<file path="src/rtl/lzsd_pkg.sv">
// Shared types and constants for the LZSS stream decoder.
package lzsd_pkg;

   localparam int WinBits        = 12;
   localparam int WinDepth       = 1 << WinBits;
   localparam int LenBits        = 4;
   localparam int MinMatchOffset = 2;
   localparam int WpStart        = WinDepth - (1 << LenBits) - MinMatchOffset;
   localparam int MaxRun         = (1 << LenBits) + MinMatchOffset;
   localparam int RunBits        = $clog2(MaxRun + 1);

   typedef logic [WinBits-1:0] ptr_type;
   typedef logic [WinBits:0]   fill_type;
   typedef logic [RunBits-1:0] run_type;

   // Result of the window pointer unit.
   typedef struct packed {
      logic    hit;   // entry was written during this stream
      ptr_type next;  // pointer plus one, wrapped
   } ptr_chk_type;

endpackage

</file>
<file path="src/rtl/lzsd_ptr_unit.sv">
// Window pointer unit: increment with wrap and written-this-stream check.
module lzsd_ptr_unit (
   input  lzsd_pkg::ptr_type     ptr,
   input  lzsd_pkg::fill_type    fill,
   output lzsd_pkg::ptr_chk_type chk
);
   import lzsd_pkg::*;

   ptr_type span;

   // Writes run contiguously from WpStart, so an entry is live iff its
   // distance from the start is below the number of bytes written.
   always_comb begin
      span     = ptr - ptr_type'(WpStart);
      chk.hit  = {1'b0, span} < fill;
      chk.next = ptr + ptr_type'(1);
   end

endmodule

</file>
<file path="config.mk">
export PLATFORM = sky130hd
export DESIGN_NAME = lzsd_ptr_unit
export DESIGN_NICKNAME = d
export VERILOG_FILES = /design/src/rtl/lzsd_pkg.sv /design/src/rtl/lzsd_ptr_unit.sv
export SDC_FILE = /design/constraint.sdc
export NUM_CORES = 1
export LEC_CHECK = 0
export ABC_AREA = 1
export ABC_CLOCK_PERIOD_IN_PS = 2950
export BUFFER_PORTS_ARGS = -buffer_cell sky130_fd_sc_hd__buf_4
export CAP_MARGIN = 20
export CORE_MARGIN = 2
export CORE_UTILIZATION = 45
export DETAILED_ROUTE_END_ITERATION = 8
export PLACE_DENSITY = 0.78
export SYNTH_ARGS = -nofsm -noshare
export SYNTH_HDL_FRONTEND = slang
export SYNTH_SLANG_ARGS = --single-unit
</file>
<file path="constraint.sdc">
create_clock -name vclk -period 2.95
set_input_delay 0.1475 -clock vclk [all_inputs]
set_output_delay 0.1475 -clock vclk [all_outputs]
set_load 0.1 [all_outputs]
</file>
## Yosys cells after proc, flatten, opt, wreduce, memory -nomap -nowiden

Index checks and enable logic that the tools add are counted.

- Eq/ne operators: 0
- Add/sub/neg operators: 2
- Mux-type cells: 0
- Bitwise logic cells: 0
- Magnitude comparators: 1
- Shift operators: 0
- Multipliers: 0
- Reduce and logical (&&, ||, !) cells: 0
- Div/mod/pow operators: 0

Operator list:

| cell | number |
|---|---|
| $lt A12 B13 Y1 | 1 |
| $add A12 B1 Y12 const B | 1 |
| $sub A12 B12 Y12 const B | 1 |

- Memory bits (read-only): 0
- Bits in latches: 0
- Bits in writable memories: 0
- Word-level logic and storage cells: 3
- Output and inout bits: 13
- Register bits: 0
- Memories: 0

## Depth between registers and ports, before layout

- Depth in word-level cells: 2
- Depth in mapped cells: 15
- Mapped depth without buffers: 15

## Worst setup path before layout

No wires, ideal clock.

- Path type: input port to output port
- Start point: in ptr[1]
- End point: out chk[12] in the netlist's numbering
- Path slack: 229 ps
- Path buffers: 0
- Arrival time: 2,573 ps
- Stages: 14
- Required time: 2,803 ps
- Path through: ha_1 > nand2_2 > a21oi_4 > nand2_1 > nand2_1 > inv_1 > ha_1 > nand2_1 > inv_1 > nand2_1 > nand2_1 > nand2_1 > nand2_1 > nor2_1

RTL lines:

| item | RTL line | RTL |
|---|---|---|
| start, declared | lzsd_ptr_unit.sv:3 | `input lzsd_pkg::ptr_type ptr,` |
| end, declared | lzsd_ptr_unit.sv:5 | `output lzsd_pkg::ptr_chk_type chk` |

==> results.json <==
{
  "drc": 0,
  "die_x_um": 45.9,
  "layout_commonest_cell": "nand2_1",
  "path_class": "in2out",
  "cp-start-kind": "input port",
  "use_met3_pct": 0.794,
  "io_buffers": 38,
  "track_usage_pct": 18.7,
  "dpl_cell_area_um2": 1090,
  "rsz0062_at_grt": "false",
  "drive_gt1_share_pct": 26.7,
  "antenna_left": 0,
  "layout.nets": 220,
  "whs_ps": 692,
  "tightest_slew_ps": 281,
  "hpwl_um": 1710,
  "die_h_um": 45.9,
  "arrival_ps": 2000,
  "yosysSeqAreaShare_pct": 0,
  "nClkBuffers": 0,
  "yosysWarningCount": 0,
  "path_max_fanout": 4,
  "crit_required_ps": 2800,
  "overflow": 0,
  "place_congestion": 0.803,
  "synth.avg_cell_area_um2": 5.53,
  "worst_ir_drop_vdd_mv": 0.156,
  "ctsHoldBuffers": 0,
  "die_area_um2": 2110,
  "flops_and_latches": 0,
  "max-cap-violations": 0,
  "synth_area_leaders": "ha_1, nand2_1, inv_1",
  "busiest_layer": "met2",
  "synth_area_leader_cell": "ha_1",
  "first_pass_iters": 4,
  "maxClockFrequency_mhz": 466,
  "core_area_um2": 1690,
  "slew_viol_final": 0,
  "syn-num-nets": 181,
  "power_uw": 246,
  "grt_pass1_vias": 820,
  "status": "completed",
  "post-route-min-period_ps": 2150,
  "post_cts_buffers": 0,
  "period_share_pct": 72.8,
  "layout_common_cells": "nand2_1, buf_4, inv_1, ha_1, xor2_1",
  "grt_pass1_wl_um": 3070,
  "hold_viol": 0,
  "initial_core_util_pct": 46.8,
  "ios": 38,
  "regArea_um2": 0,
  "ys_types": 18,
  "syn_to_final_growth_pct": 38.1,
  "crit_path_end_kind": "primary output",
  "final_cell_area_um2": 1090,
  "vias": 933,
  "yosys.area.top_type_share_pct": 20.6,
  "setup_tns_ps": 0,
  "wl_per_cell_um": 9.49,
  "first_iter_violations": 23,
  "via_per_inst": 4.74,
  "rows": 15,
  "setup_viol": 0,
  "wl_um": 1870,
  "synth_cells": 143,
  "met1_usage_pct": 23.1,
  "antenna_found_initial": 0,
  "hold_path.class": "in2out",
  "maxSlewHeadroom_pct": 81.4,
  "powerDensity_nw_per_um2": 225,
  "grtUsageMet2_pct": 36.9,
  "grt_start_max_net_pins": 9,
  "syn_area_um2": 791,
  "p_leak_nw": 0.696,
  "cts_resized": 0,
  "antenna_cells": 0
}
report_power, final:
group	internal (mW)	switching [mW]
clock network	0	0
logic	0.0746	0.171
registers	0	0
synth_stat cells, drive strengths merged:
| library cell | n |
|---|---|
| xor2 | 10 |
| ha | 13 |
| nand4 | 4 |
| xnor2 | 2 |
| o21ai | 1 |
| inv | 37 |
| nand3 | 9 |
| nor2 | 12 |
| a21oi | 5 |
| nor3 | 4 |
| buf | 1 |
| nand2 | 45 |
routing by layer:
layer  routed length [um]  vias to the layer above  part of all wire [%]
met5                    0                        -                     0
met3                  103                        0                   5.5
li1                     -                      509                     -
met2                  941                       32                    50
met1                  825                      392                    44
met4                    0                        0                     0
layout make-up:
cell class | instances | area, um^2
Fill cell | 180 | 597
Inverter | 37 | 139
Multi-Input combinational cell | 105 | 647
Tap cell | 17 | 21.3
Timing Repair Buffer | 38 | 285
final timing paths:
path  slack, ps  depth (start not counted)       to    from
min         690                          3   chk[2]  ptr[2]
max         800                         15  chk[12]  ptr[1]
stage by stage:
stage | utilization [%] | instances | setup slack (ps)
2_1_floorplan | - | 143 | 229
3_3_place_gp | 64.7 | 197 | 824
3_5_place_dp | 64.7 | 197 | 783
4_1_cts | 64.7 | 197 | 784
5_1_grt | 64.7 | 197 | 598
6_report | 64.7 | 197 | 802
cell families (layout without fill, tap and decap cells):
logic type / count (synthesis) / after routing / synth area share [%]
AO/OA/AOI/OAI: 6 / 6 / 5.22
XOR/XNOR: 12 / 12 / 13.3
adder cells (fa/ha/maj): 13 / 13 / 20.6
buffers and inverters: 38 / 75 / 18.2
AND/OR/NAND/NOR: 74 / 74 / 42.7
critical path, stage by stage:
cell and delay, ps:
buf_4 130, ha_1 230, nand2_2 140, nand2_1 100, nand3_1 80, nand2_1 70
o21ai_1 90, inv_1 60, ha_1 260, nand2_1 50, nor3_1 190, nand2_1 80
nor2_1 110, nor2_1 40, buf_4 220
Power figures use the tool's default switching activity.
